==> config.mk <==
export PLATFORM = sky130hd
export DESIGN_NAME = midi_receive_parser
export DESIGN_NICKNAME = d
export VERILOG_FILES = /design/src/hdl/mrp_pkg.sv /design/src/hdl/mrp_msg_decode.sv /design/src/hdl/mrp_transport.sv /design/src/hdl/midi_receive_parser.sv
export SDC_FILE = /design/constraint.sdc
export NUM_CORES = 1
export LEC_CHECK = 0
export ABC_AREA = 1
export BUFFER_PORTS_ARGS = -buffer_cell sky130_fd_sc_hd__buf_2
export CAP_MARGIN = 25
export CELL_PAD_IN_SITES_DETAIL_PLACEMENT = 1
export CELL_PAD_IN_SITES_GLOBAL_PLACEMENT = 1
export CORE_ASPECT_RATIO = 0.9
export CORE_UTILIZATION = 43
export DETAILED_ROUTE_END_ITERATION = 10
export GPL_ROUTABILITY_DRIVEN = 0
export PLACE_DENSITY_LB_ADDON = 0.1
export SLEW_MARGIN = 20
export SYNTH_ARGS = -nofsm -noshare
export SYNTH_HDL_FRONTEND = slang
export SYNTH_SLANG_ARGS = --single-unit
==> constraint.sdc <==
create_clock -name clk -period 1.91 [get_ports clk]
set_input_delay 0.2865 -clock clk [delete_from_list [all_inputs] [get_ports clk]]
set_output_delay 0.2865 -clock clk [all_outputs]
set_load 0.01 [all_outputs]
==> src/hdl/mrp_pkg.sv <==
// shared types and constants for the midi receive parser
// no dependencies
package mrp_pkg;

  localparam int unsigned STEPS_PER_BAR_DEF = 96;
  localparam int unsigned BAR_W             = 7;
  localparam int unsigned VAL_W             = 7;
  localparam int unsigned CFG_IDX_W         = 2;
  localparam int unsigned CFG_DATA_W        = 4;

  // register indexes on the config port
  localparam logic [CFG_IDX_W-1:0] CFG_CHANNEL           = 2'd0;
  localparam logic [CFG_IDX_W-1:0] CFG_SYNC_ENABLE       = 2'd1;
  localparam logic [CFG_IDX_W-1:0] CFG_CONTINUE_AS_START = 2'd2;

  // stored running status codes
  localparam logic [7:0] ST_IGNORE     = 8'h00;
  localparam logic [7:0] ST_NOTE_OFF   = 8'h80;
  localparam logic [7:0] ST_NOTE_ON    = 8'h90;
  localparam logic [7:0] ST_CONTROL    = 8'hB0;
  localparam logic [7:0] ST_PROGRAM    = 8'hC0;
  localparam logic [7:0] ST_CHAN_PRESS = 8'hD0;
  localparam logic [7:0] ST_SONG_POS   = 8'hF2;
  localparam logic [7:0] ST_SYS_FIRST  = 8'hF0;

  // realtime bytes
  localparam logic [7:0] RT_FIRST    = 8'hF8;
  localparam logic [7:0] RT_CLOCK    = 8'hF8;
  localparam logic [7:0] RT_START    = 8'hFA;
  localparam logic [7:0] RT_CONTINUE = 8'hFB;
  localparam logic [7:0] RT_STOP     = 8'hFC;

  typedef enum logic [2:0] {
    EV_NONE     = 3'd0,
    EV_NOTE_ON  = 3'd1,
    EV_NOTE_OFF = 3'd2,
    EV_CONTROL  = 3'd3,
    EV_PROGRAM  = 3'd4,
    EV_SONG_POS = 3'd5,
    EV_START    = 3'd6,
    EV_STOP     = 3'd7
  } ev_kind_t;

  // message decoder result toward the transport and the output stage
  typedef struct packed {
    ev_kind_t               kind;
    logic [VAL_W-1:0]       first_value;
    logic [VAL_W-1:0]       second_value;
    logic                   bar_load;
    logic [BAR_W-1:0]       bar_value;
  } msg_evt_t;

  function automatic logic is_realtime(input logic [7:0] b);
    is_realtime = (b >= RT_FIRST);
  endfunction

endpackage

==> src/hdl/mrp_msg_decode.sv <==
// running status, data byte counter and channel message decode
// depends on mrp_pkg
module mrp_msg_decode #(
  parameter int unsigned STEPS_PER_BAR = mrp_pkg::STEPS_PER_BAR_DEF
) (
  input  logic              clk,
  input  logic              rst_n,
  input  logic              en,
  input  logic [7:0]        rx_byte,
  input  logic [3:0]        channel,
  output mrp_pkg::msg_evt_t evt
);

  logic [7:0]               running_status_r, running_status_nxt;
  logic                     data_pending_r, data_pending_nxt;
  logic [mrp_pkg::VAL_W-1:0] first_data_r, first_data_nxt;
  logic                     one_byte_msg;
  logic                     done;
  logic [10:0]              sp_prod;

  assign one_byte_msg = (running_status_r == mrp_pkg::ST_PROGRAM) ||
                        (running_status_r == mrp_pkg::ST_CHAN_PRESS);

  // song position lsb scaled to bar steps
  assign sp_prod = 11'(first_data_r[3:0]) * 11'(STEPS_PER_BAR);

  always_comb begin
    running_status_nxt = running_status_r;
    data_pending_nxt   = data_pending_r;
    first_data_nxt     = first_data_r;
    done               = 1'b0;
    evt                = '0;
    evt.kind           = mrp_pkg::EV_NONE;
    evt.bar_value      = sp_prod[10:4];
    if (rx_byte[7]) begin
      if (mrp_pkg::is_realtime(rx_byte)) begin
        // realtime leaves the running status alone
      end else if (rx_byte >= mrp_pkg::ST_SYS_FIRST) begin
        running_status_nxt = rx_byte;
        data_pending_nxt   = 1'b0;
      end else if (rx_byte[3:0] == channel) begin
        running_status_nxt = {rx_byte[7:4], 4'h0};
        data_pending_nxt   = 1'b0;
      end else begin
        running_status_nxt = mrp_pkg::ST_IGNORE;
      end
    end else begin
      if (one_byte_msg) begin
        done = 1'b1;
      end else if (!data_pending_r) begin
        first_data_nxt   = rx_byte[6:0];
        data_pending_nxt = 1'b1;
      end else begin
        done = 1'b1;
      end
      if (done) begin
        data_pending_nxt = 1'b0;
        unique case (running_status_r)
          mrp_pkg::ST_NOTE_ON: begin
            evt.kind         = (rx_byte[6:0] != '0) ? mrp_pkg::EV_NOTE_ON
                                                    : mrp_pkg::EV_NOTE_OFF;
            evt.first_value  = first_data_r;
            evt.second_value = rx_byte[6:0];
          end
          mrp_pkg::ST_NOTE_OFF: begin
            evt.kind         = mrp_pkg::EV_NOTE_OFF;
            evt.first_value  = first_data_r;
            evt.second_value = rx_byte[6:0];
          end
          mrp_pkg::ST_CONTROL: begin
            evt.kind         = mrp_pkg::EV_CONTROL;
            evt.first_value  = first_data_r;
            evt.second_value = rx_byte[6:0];
          end
          mrp_pkg::ST_PROGRAM: begin
            evt.kind        = mrp_pkg::EV_PROGRAM;
            evt.first_value = rx_byte[6:0];
          end
          mrp_pkg::ST_SONG_POS: begin
            evt.kind         = mrp_pkg::EV_SONG_POS;
            evt.first_value  = first_data_r;
            evt.second_value = rx_byte[6:0];
            evt.bar_load     = 1'b1;
          end
          default: begin
            // other messages complete silently
          end
        endcase
      end
    end
  end

  always_ff @(posedge clk) begin
    if (!rst_n) begin
      running_status_r <= mrp_pkg::ST_IGNORE;
      data_pending_r   <= 1'b0;
      first_data_r     <= '0;
    end else if (en) begin
      running_status_r <= running_status_nxt;
      data_pending_r   <= data_pending_nxt;
      first_data_r     <= first_data_nxt;
    end
  end

endmodule

==> src/hdl/mrp_transport.sv <==
// bar position counter, run flag and start/continue/stop handling
// depends on mrp_pkg
module mrp_transport #(
  parameter int unsigned STEPS_PER_BAR = mrp_pkg::STEPS_PER_BAR_DEF
) (
  input  logic                      clk,
  input  logic                      rst_n,
  input  logic                      en,
  input  logic [7:0]                rx_byte,
  input  logic                      sync_enable,
  input  logic                      continue_as_start,
  input  logic                      bar_load,
  input  logic [mrp_pkg::BAR_W-1:0] bar_value,
  output logic [mrp_pkg::BAR_W-1:0] bar_nxt,
  output logic                      run_nxt,
  output mrp_pkg::ev_kind_t         rt_kind
);

  logic [mrp_pkg::BAR_W-1:0] bar_r;
  logic                      run_r;
  logic                      pending_r, pending_nxt;
  logic [mrp_pkg::BAR_W:0]   bar_inc;

  assign bar_inc = {1'b0, bar_r} + (mrp_pkg::BAR_W+1)'(run_r);

  always_comb begin
    bar_nxt     = bar_r;
    run_nxt     = run_r;
    pending_nxt = pending_r;
    rt_kind     = mrp_pkg::EV_NONE;
    if (mrp_pkg::is_realtime(rx_byte)) begin
      if (sync_enable) begin
        unique case (rx_byte)
          mrp_pkg::RT_START: begin
            bar_nxt     = '0;
            run_nxt     = 1'b1;
            pending_nxt = 1'b0;
            rt_kind     = mrp_pkg::EV_START;
          end
          mrp_pkg::RT_CONTINUE: begin
            run_nxt = 1'b1;
            if (continue_as_start) begin
              pending_nxt = 1'b0;
              rt_kind     = mrp_pkg::EV_START;
            end else begin
              pending_nxt = 1'b1;
            end
          end
          mrp_pkg::RT_STOP: begin
            run_nxt     = 1'b0;
            pending_nxt = 1'b0;
            rt_kind     = mrp_pkg::EV_STOP;
          end
          mrp_pkg::RT_CLOCK: begin
            if (bar_inc >= (mrp_pkg::BAR_W+1)'(STEPS_PER_BAR)) begin
              // bar wrap, an armed start fires here
              bar_nxt = '0;
              if (pending_r) begin
                pending_nxt = 1'b0;
                rt_kind     = mrp_pkg::EV_START;
              end
            end else begin
              bar_nxt = bar_inc[mrp_pkg::BAR_W-1:0];
            end
          end
          default: begin
            // remaining realtime bytes do nothing
          end
        endcase
      end
    end else if (bar_load) begin
      bar_nxt = bar_value;
    end
  end

  always_ff @(posedge clk) begin
    if (!rst_n) begin
      bar_r     <= '0;
      run_r     <= 1'b0;
      pending_r <= 1'b0;
    end else if (en) begin
      bar_r     <= bar_nxt;
      run_r     <= run_nxt;
      pending_r <= pending_nxt;
    end
  end

endmodule

==> src/hdl/midi_receive_parser.sv <==
// midi receive parser top level: input register, decode, result register
// depends on mrp_pkg, mrp_msg_decode, mrp_transport
//
// channel  direction  handshake            payload
// in_      sink       in_valid/in_stall    in_rx_byte
// out_     source     out_valid/out_stall  out_event_kind, out_first_value,
//                                          out_second_value, out_bar_position,
//                                          out_running
// cfg_     sink       cfg_valid/cfg_ready  cfg_index, cfg_data
//
// one byte per cycle sustained while out_stall is low; a byte goes from the input
// register into the result register, which drives the out_ ports, and each holds
// it while the stage after it cannot take it
// every byte gives exactly one result, event kind none when nothing happened
// rst_n is synchronous and active low; it clears all parser state and config
// out_stall holds the result register; the input register keeps taking
// bytes until it too holds an item that cannot move on
module midi_receive_parser #(
  parameter int unsigned STEPS_PER_BAR = mrp_pkg::STEPS_PER_BAR_DEF
) (
  input  logic                           clk,
  input  logic                           rst_n,
  // input byte channel
  input  logic                           in_valid,
  output logic                           in_stall,
  input  logic [7:0]                     in_rx_byte,
  // result channel
  output logic                           out_valid,
  input  logic                           out_stall,
  output logic [2:0]                     out_event_kind,
  output logic [mrp_pkg::VAL_W-1:0]      out_first_value,
  output logic [mrp_pkg::VAL_W-1:0]      out_second_value,
  output logic [mrp_pkg::BAR_W-1:0]      out_bar_position,
  output logic                           out_running,
  // config write channel
  input  logic                           cfg_valid,
  output logic                           cfg_ready,
  input  logic [mrp_pkg::CFG_IDX_W-1:0]  cfg_index,
  input  logic [mrp_pkg::CFG_DATA_W-1:0] cfg_data
);

  // config registers
  logic [3:0] channel_r;
  logic       sync_enable_r;
  logic       continue_as_start_r;

  // input stage
  logic       s1_valid_r;
  logic [7:0] s1_byte_r;
  logic       in_xfer;
  logic       s1_adv;
  logic       out_free;

  // decode results
  mrp_pkg::msg_evt_t          dec_evt;
  mrp_pkg::ev_kind_t          rt_kind;
  mrp_pkg::ev_kind_t          kind_sel;
  logic [mrp_pkg::BAR_W-1:0]  bar_nxt;
  logic                       run_nxt;

  // result register
  logic                       out_valid_r;
  mrp_pkg::ev_kind_t          out_kind_r;
  logic [mrp_pkg::VAL_W-1:0]  out_v1_r;
  logic [mrp_pkg::VAL_W-1:0]  out_v2_r;
  logic [mrp_pkg::BAR_W-1:0]  out_bar_r;
  logic                       out_run_r;

  // config port, always ready; writes beyond the list are dropped
  assign cfg_ready = 1'b1;

  always_ff @(posedge clk) begin
    if (!rst_n) begin
      channel_r           <= '0;
      sync_enable_r       <= 1'b0;
      continue_as_start_r <= 1'b0;
    end else if (cfg_valid && cfg_ready) begin
      unique case (cfg_index)
        mrp_pkg::CFG_CHANNEL:           channel_r           <= cfg_data[3:0];
        mrp_pkg::CFG_SYNC_ENABLE:       sync_enable_r       <= cfg_data[0];
        mrp_pkg::CFG_CONTINUE_AS_START: continue_as_start_r <= cfg_data[0];
        default: begin
          // unknown register index
        end
      endcase
    end
  end

  // pipeline flow: result slot frees when empty or taken this cycle
  assign out_free = !out_valid_r || !out_stall;
  assign s1_adv   = s1_valid_r && out_free;
  assign in_stall = s1_valid_r && !out_free;
  assign in_xfer  = in_valid && !in_stall;

  always_ff @(posedge clk) begin
    if (!rst_n) begin
      s1_valid_r <= 1'b0;
    end else if (in_xfer) begin
      s1_valid_r <= 1'b1;
    end else if (s1_adv) begin
      s1_valid_r <= 1'b0;
    end
  end

  always_ff @(posedge clk) begin
    if (in_xfer) begin
      s1_byte_r <= in_rx_byte;
    end
  end

  // running status and channel message decode
  mrp_msg_decode #(
    .STEPS_PER_BAR(STEPS_PER_BAR)
  ) u_decode (
    .clk     (clk),
    .rst_n   (rst_n),
    .en      (s1_adv),
    .rx_byte (s1_byte_r),
    .channel (channel_r),
    .evt     (dec_evt)
  );

  // realtime transport and bar position
  mrp_transport #(
    .STEPS_PER_BAR(STEPS_PER_BAR)
  ) u_transport (
    .clk               (clk),
    .rst_n             (rst_n),
    .en                (s1_adv),
    .rx_byte           (s1_byte_r),
    .sync_enable       (sync_enable_r),
    .continue_as_start (continue_as_start_r),
    .bar_load          (dec_evt.bar_load),
    .bar_value         (dec_evt.bar_value),
    .bar_nxt           (bar_nxt),
    .run_nxt           (run_nxt),
    .rt_kind           (rt_kind)
  );

  // realtime bytes report the transport event, all others the decoder's
  assign kind_sel = mrp_pkg::is_realtime(s1_byte_r) ? rt_kind : dec_evt.kind;

  always_ff @(posedge clk) begin
    if (!rst_n) begin
      out_valid_r <= 1'b0;
    end else if (s1_adv) begin
      out_valid_r <= 1'b1;
    end else if (!out_stall) begin
      out_valid_r <= 1'b0;
    end
  end

  always_ff @(posedge clk) begin
    if (s1_adv) begin
      out_kind_r <= kind_sel;
      out_v1_r   <= dec_evt.first_value;
      out_v2_r   <= dec_evt.second_value;
      out_bar_r  <= bar_nxt;
      out_run_r  <= run_nxt;
    end
  end

  assign out_valid        = out_valid_r;
  assign out_event_kind   = out_kind_r;
  assign out_first_value  = out_v1_r;
  assign out_second_value = out_v2_r;
  assign out_bar_position = out_bar_r;
  assign out_running      = out_run_r;

  // bar position never reaches the wrap value
  a_bar_in_range: assert property (@(posedge clk) disable iff (!rst_n)
    out_valid_r |-> (8'(out_bar_r) < 8'(STEPS_PER_BAR)))
    else $error("bar position out of range");

  // a start leaves the transport running, a stop leaves it halted
  a_start_runs: assert property (@(posedge clk) disable iff (!rst_n)
    (out_valid_r && (out_kind_r == mrp_pkg::EV_START)) |-> out_run_r)
    else $error("start event without run flag");

  a_stop_halts: assert property (@(posedge clk) disable iff (!rst_n)
    (out_valid_r && (out_kind_r == mrp_pkg::EV_STOP)) |-> !out_run_r)
    else $error("stop event with run flag set");

  // a byte only leaves the input register into a free result slot
  a_no_overrun: assert property (@(posedge clk) disable iff (!rst_n)
    (out_valid_r && out_stall && !s1_adv) |=> (out_valid_r && $stable(out_kind_r)))
    else $error("held result overwritten");

endmodule
== Word-level counts from Yosys, hierarchy flattened ==
Index checks and enable logic that the tools add are counted.

* Reduce and logical (&&, ||, !) cells: 25
* $mul: 1
* Equality and inequality tests: 18
* Mux-type cells: 38
* Order comparisons: 3
* Bitwise gates (word level): 6
* $add $sub $neg: 1

{| class="wikitable"
|+ Operator list
! cell !! number
|-
| $eq A8 B8 Y1 const B || 10
|-
| $pmux W10 S5 || 1
|-
| $mux W18 || 2
|-
| $mux W7 || 5
|-
| $mux W1 || 18
|-
| $ge A8 B8 Y1 const B || 2
|-
| $mux W8 || 2
|-
| $mux W3 || 5
|-
| $pmux W7 S2 || 1
|-
| $pmux W3 S4 || 1
|-
| $add A7 B1 Y8 || 1
|-
| $ge A8 B7 Y1 const B || 1
|-
| $reduce_and A4 Y1 || 2
|-
| $reduce_bool A7 Y1 || 1
|-
| $mul A4 B2 Y6 const B || 1
|-
| $not A1 Y1 || 6
|-
| $reduce_and A2 Y1 || 3
|-
| $reduce_or A2 Y1 || 3
|-
| $reduce_and A5 Y1 || 1
|-
| $eq A4 B4 Y1 || 1
|-
| $logic_not A1 Y1 || 4
|-
| $ne A2 B1 Y1 const B || 2
|-
| $reduce_or A4 Y1 || 1
|-
| $logic_and A1 B1 Y1 || 3
|-
| other kinds (14) || 15
|}

* Input bits: 19
* Register bits: 66

== Longest topological paths before layout ==
* Word-level depth: 8
* Mapped depth: 13

== Cells and area by module ==
Synthesis repeated with hierarchy kept, for this count alone.

* Cell total of the unflattened synthesis: 471
* Area total of the unflattened synthesis: 3704.8 µm²

{| class="wikitable"
|+ By module, submodules not included
! module !! area an instance (µm²) !! cells each !! times used !! sequential area each (µm²)
|-
| midi_receive_parser || 1452.6 || 106 || 1 || 1151.1
|-
| mrp_msg_decode || 1316.3 || 198 || 1 || 320.3
|-
| mrp_transport || 935.9 || 167 || 1 || 180.2
|}

== Worst setup path after synthesis ==
No wires, ideal clock.

* Path kind: flip-flop to flip-flop
* From: reg u_transport.bar_r[0] (netlist name)
* To: reg out_kind_r[1] (netlist: out_event_kind[1]) (data pin)
* Arrival time: 1412 ps
* Path buffers: 0
* Stages on the path, launching flop included: 12
* Slack: 237 ps
* Required time: 1649 ps
* Clock period less this slack: 1673 ps
* Cells stage by stage: dfxtp_1 ha_1 ha_1 nand2_1 o21ai_0 nand2_1 nand2_1 nand2_1 nand3_1 nand3_1 nand2_1 o31ai_1

* Longest elaborated chain between the ends: 6

{| class="wikitable"
|+ RTL lines
! element !! line !! RTL
|-
| start, declared || mrp_transport.sv:19 || <nowiki>logic [mrp_pkg::BAR_W-1:0] bar_r;</nowiki>
|-
| start signal, assigned || mrp_transport.sv:82 || <nowiki>bar_r <= bar_nxt;</nowiki>
|-
| $add A7 B1 Y8 || mrp_transport.sv:24 || <nowiki>assign bar_inc = {1'b0, bar_r} + (mrp_pkg::BAR_W+1)'(run_r);</nowiki>
|-
| $ge A8 B7 Y1 || mrp_transport.sv:55 || <nowiki>if (bar_inc >= (mrp_pkg::BAR_W+1)'(STEPS_PER_BAR)) begin</nowiki>
|-
| $mux W3 || mrp_transport.sv:55 ||
|-
| $pmux W3 S4 || mrp_transport.sv:33 || <nowiki>unique case (rx_byte)</nowiki>
|-
| $mux W3 || mrp_transport.sv:32 || <nowiki>if (sync_enable) begin</nowiki>
|-
| $mux W3 || midi_receive_parser.sv:141 || <nowiki>assign kind_sel = mrp_pkg::is_realtime(s1_byte_r) ? rt_kind : dec_evt.kind;</nowiki>
|-
| named net kind_sel[1] || midi_receive_parser.sv:57 || <nowiki>mrp_pkg::ev_kind_t kind_sel;</nowiki>
|-
| end signal, assigned || midi_receive_parser.sv:155 || <nowiki>out_kind_r <= kind_sel;</nowiki>
|-
| end, declared || midi_receive_parser.sv:63 || <nowiki>mrp_pkg::ev_kind_t out_kind_r;</nowiki>
|}

The timed path passes the listed nets, and every way through them passes these cells.
A chain may end at the register's enable or synchronous reset.

== Worst setup path after layout ==
* From: reg u_decode.running_status_r[2]
* To: reg out_bar_r, in the netlist out_bar_position[6] (data pin)

* Longest elaborated chain between the ends: 8
* Elaborated cells on any way between the ends: 11
* Those cells by class: eq/ne (3); mux (7); reduce/logical (1)

{| class="wikitable"
|+ RTL lines
! element !! line !! RTL
|-
| start, declared || mrp_msg_decode.sv:14 || <nowiki>logic [7:0] running_status_r, running_status_nxt;</nowiki>
|-
| start signal, assigned || mrp_msg_decode.sv:95 || <nowiki>running_status_r <= mrp_pkg::ST_IGNORE;</nowiki>
|-
| start signal, assigned || mrp_msg_decode.sv:99 || <nowiki>running_status_r <= running_status_nxt;</nowiki>
|-
| $eq A8 B8 Y1 (on tied branches) || mrp_msg_decode.sv:21, mrp_msg_decode.sv:22 ||
|-
| $logic_or A1 B1 Y1 || mrp_msg_decode.sv:21 || <nowiki>assign one_byte_msg = (running_status_r == mrp_pkg::ST_PROGRAM) ||</nowiki>
|-
| $mux W1 || mrp_msg_decode.sv:48 || <nowiki>if (one_byte_msg) begin</nowiki>
|-
| $mux W1 || mrp_msg_decode.sv:35 || <nowiki>if (rx_byte[7]) begin</nowiki>
|-
| $mux W18 (*) || mrp_msg_decode.sv:56 || <nowiki>if (done) begin</nowiki>
|-
| $mux W18 (*) || mrp_msg_decode.sv:35 ||
|-
| $mux W7 (*) || mrp_transport.sv:71 || <nowiki>end else if (bar_load) begin</nowiki>
|-
| $mux W7 (*) || mrp_transport.sv:31 || <nowiki>if (mrp_pkg::is_realtime(rx_byte)) begin</nowiki>
|-
| named net bar_nxt, one bit || midi_receive_parser.sv:58 || <nowiki>logic [mrp_pkg::BAR_W-1:0] bar_nxt;</nowiki>
|-
| end signal, assigned || midi_receive_parser.sv:158 || <nowiki>out_bar_r <= bar_nxt;</nowiki>
|-
| end, declared || midi_receive_parser.sv:66 || <nowiki>logic [mrp_pkg::BAR_W-1:0] out_bar_r;</nowiki>
|}

Mark *: on every way through the listed nets, which the timed path passes. The rest lies on a longest branch. The select of a mux whose other input is x is not followed.

==> flow_summary_export.csv <==
group,metric,value,unit
status,status,"finished clean",
synthesis,syn_area_per_cell,8.499,um^2
grt,grt_overflow_total,0,
timing,drv_slew,0,
synthesis,syn_inst,390,
die,row_count,29,
final_layout,final_common_cell,"nand2_1",
power_and_ir_drop,leakagePower,1.735,nW
routing,drtIter0Drc,110,
routing,ant_nets,0,
synthesis,ys_seq_area_share,49.83,%
setup_path,critPathCaptureType,"flop",
synthesis,synth_top_area_share,29.90,%
grt,antenna_found_initial,0,
synthesis,synth-seq-cells,66,
cts,cts_buffers,9,
timing,fmax,565.7,MHz
routing,wl_per_cell,16.01,um
timing,tns,0,ps
final_layout,mostFrequentLayoutCells,"55 x nand2_1, 48 x inv_1, 45 x nor2_1, 45 x buf_2, 33 x edfxtp_1",
synthesis,syn-cell-area,0.003314,mm^2
synthesis,yosysUniqueCellTypes,43,
final_layout,syn_to_final_growth,21.10,%
setup_path,worstPathRequired,2010,ps
grt,grtUsageTotal,23.61,%
setup_path,reg2regPathDepth,10,
worst_hold_path,whs_path_depth,1,
timing,hold_ws,113.9,ps
grt,first_global_vias,2995,
final_layout,utilization,55.31,%
die,initial_core_util,45.67,%
die,ios,47,
routing,route.detailed.drc,0,
final_layout,regArea,0.001654,mm^2
cts,clk_latency,350,ps
power_and_ir_drop,p_per_area,772.7,mW/mm^2
die,die_h,85.29,um
grt,grt_first_pass_wirelength,14320,um
setup_path,r2r-end,"out_bar_position[6]",
final_layout,fillers,906,
setup_path,arrival,1870,ps
routing,drt_wl_total,8867,um
synthesis,ys.warnings.count,0,
cts,cts_tree,"done",
final_layout,num_antenna_cells,0,
final_layout,layout-drive-gt1-share,25.81,%
synthesis,synth.area.top_cells,"edfxtp_1 30%, dfxtp_1 20%, nand2_1 6.8%",
cts,htree_levels,3,
routing,vias_per_cell,5.229,
cts,holdBufCountCts,0,
die,core,0.007257,mm^2
power_and_ir_drop,ir_drop,0.5199,mV
final_layout,multiInputGateArea,0.001475,mm^2
timing,hold_violations,0,
flow_run,maxCapViolCount,0,
synthesis,syn_nets,417,
grt,grt_max_degree,20,
cts,cts.clk_slew.worst_paths,70,ps
timing,layout_min_cycle_time,1768,ps
setup_path,crit_type,"flop to flop",
timing,fin_skew,11.24,ps
timing,fin_crit_sh,92.56,%
routing,vias,2897,
setup_path,start_kind,"flop",
setup_path,r2r_start,"u_decode.running_status_r[2]",
die,die-area,0.008064,mm^2
cts,cts_max_path_buffers,2,
worst_hold_path,min_from,"in_rx_byte[5]",
cts,clock_sinks,66,
setup_path,reg2reg_slack,140,ps
setup_path,crit_fanout,8,
final_layout,nNetsFinal,483,
placed_design,post-dp-hpwl,6448,um
worst_hold_path,hold_end,"s1_byte_r[5]",
cts,clock_tree.root_cell,"clkbuf_8",
timing,finalSetupViolations,0,
timing,worst_slew_pin_slew,579.6,ps
die,die_w,94.55,um
worst_hold_path,hp-class,"input port to flop",
placed_design,numPortBuffers,45,
synthesis,yosysTopAreaCell,"edfxtp_1",
routing,drtPass1Iterations,4,
timing,slew_headroom,61.32,%
==> critical path: stages, from the launching register on <==
cell and delay (ps):
dfxtp_1 310, nor2_1 170, nand2_2 110, nor2_1 130, nor2_1 90, nor2_2 170
nand2_4 130, clkinv_2 110, nand2_1 120, nand3_1 110, nand2_1 60
==> power breakdown <==
part	internal (W)	switching (W)	total (W)
registers	0.00156	0.0000590	0.00162
clock network	0.000594	0.000555	0.00115
logic	0.000125	0.000210	0.000334
==> synthesized netlist by cell type (all sizes together) <==
cell type	number
a211oi	1
conb	1
nand3	35
nor4	2
o211ai	2
nand4	4
nor2	54
a21oi	31
or2	1
fa	1
a22oi	7
o22ai	1
clkinv	1
o21ai	29
nor3	7
inv	52
and3	1
dfxtp	33
ha	7
o21bai	1
clkbuf	3
xnor2	2
a31oi	1
o31ai	1
nand3b	1
xor2	5
nand2	65
buf	8
edfxtp	33
==> through the flow <==
| step | power (W) | cells | setup slack [ps] | instance area [um^2] |
|---|---|---|---|---|
| global route | 0.003219 | 554 | -6.703 | 4014 |
| floorplan | 0.001831 | 390 | 237.0 | 3314 |
| CTS | 0.003112 | 552 | 1.104 | 3930 |
| detailed placement | 0.001965 | 536 | -18.40 | 3745 |
| global placement | 0.001948 | 536 | 102.5 | 3745 |
| finish | 0.003101 | 554 | 142.1 | 4014 |
==> area by class of cell <==
type / count / area share (%)
clock inverter: 6 / 1.434
tap: 93 / 2.899
multi-input combinational: 260 / 36.75
sequential: 66 / 41.21
inverter: 53 / 4.988
timing repair buffer: 66 / 9.539
clock buffer: 10 / 3.180
==> worst max path at each step <==
| stage | start | endpoint | cells after the start |
|---|---|---|---|
| after floorplan | u_transport.bar_r[0] | out_event_kind[1] | 11 |
| after global placement | u_transport.bar_r[0] | out_event_kind[1] | 11 |
| after global routing | u_decode.running_status_r[2] | out_bar_position[6] | 10 |
| after CTS | u_transport.run_r | out_bar_position[3] | 11 |
| final | u_decode.running_status_r[2] | out_bar_position[6] | 10 |
| after detailed placement | u_transport.bar_r[0] | out_event_kind[1] | 11 |
==> repair_timing <==
| action | CTS | global route |
|---|---|---|
| setup buffers | 0 | 2 |
| setup endpoints to repair | 2 | 20 |
| resized for setup | 1 | 18 |
| pin swaps | 0 | 2 |
==> metal layers <==
layer | part of all wire (%) | vias to the layer above | global-route usage, %
met1 | 44 | 1375 | 28.98
met4 | 1.1 | 0 | 7.025
met2 | 50 | 80 | 40.91
met3 | 4.8 | 10 | 5.645
met5 | 0 | - | 0
li1 | - | 1432 | -
==> flip-flops by register name (all words and copies together), names as in the netlist, 3 cells and up <==
| signal | flops |
|---|---|
| out_bar_position | 7 |
| u_transport.bar_r | 7 |
| channel_r | 4 |
| u_decode.first_data_r | 7 |
| out_event_kind | 3 |
| u_decode.running_status_r | 8 |
| s1_byte_r | 8 |
| out_first_value | 7 |
| out_second_value | 7 |
==> cell families (layout without fill, tap and decap cells) <==
group	after synthesis	after routing	share of synthesized area [%]
compound gates	74	74	12.27
fa+ha+maj	8	8	3.246
buf+inv	64	135	7.663
other cells	1	1	0.1131
simple gates	170	170	25.03
flops	66	66	49.83
xor+xnor	7	7	1.850
Note: power is estimated with default switching activity, not from simulation.
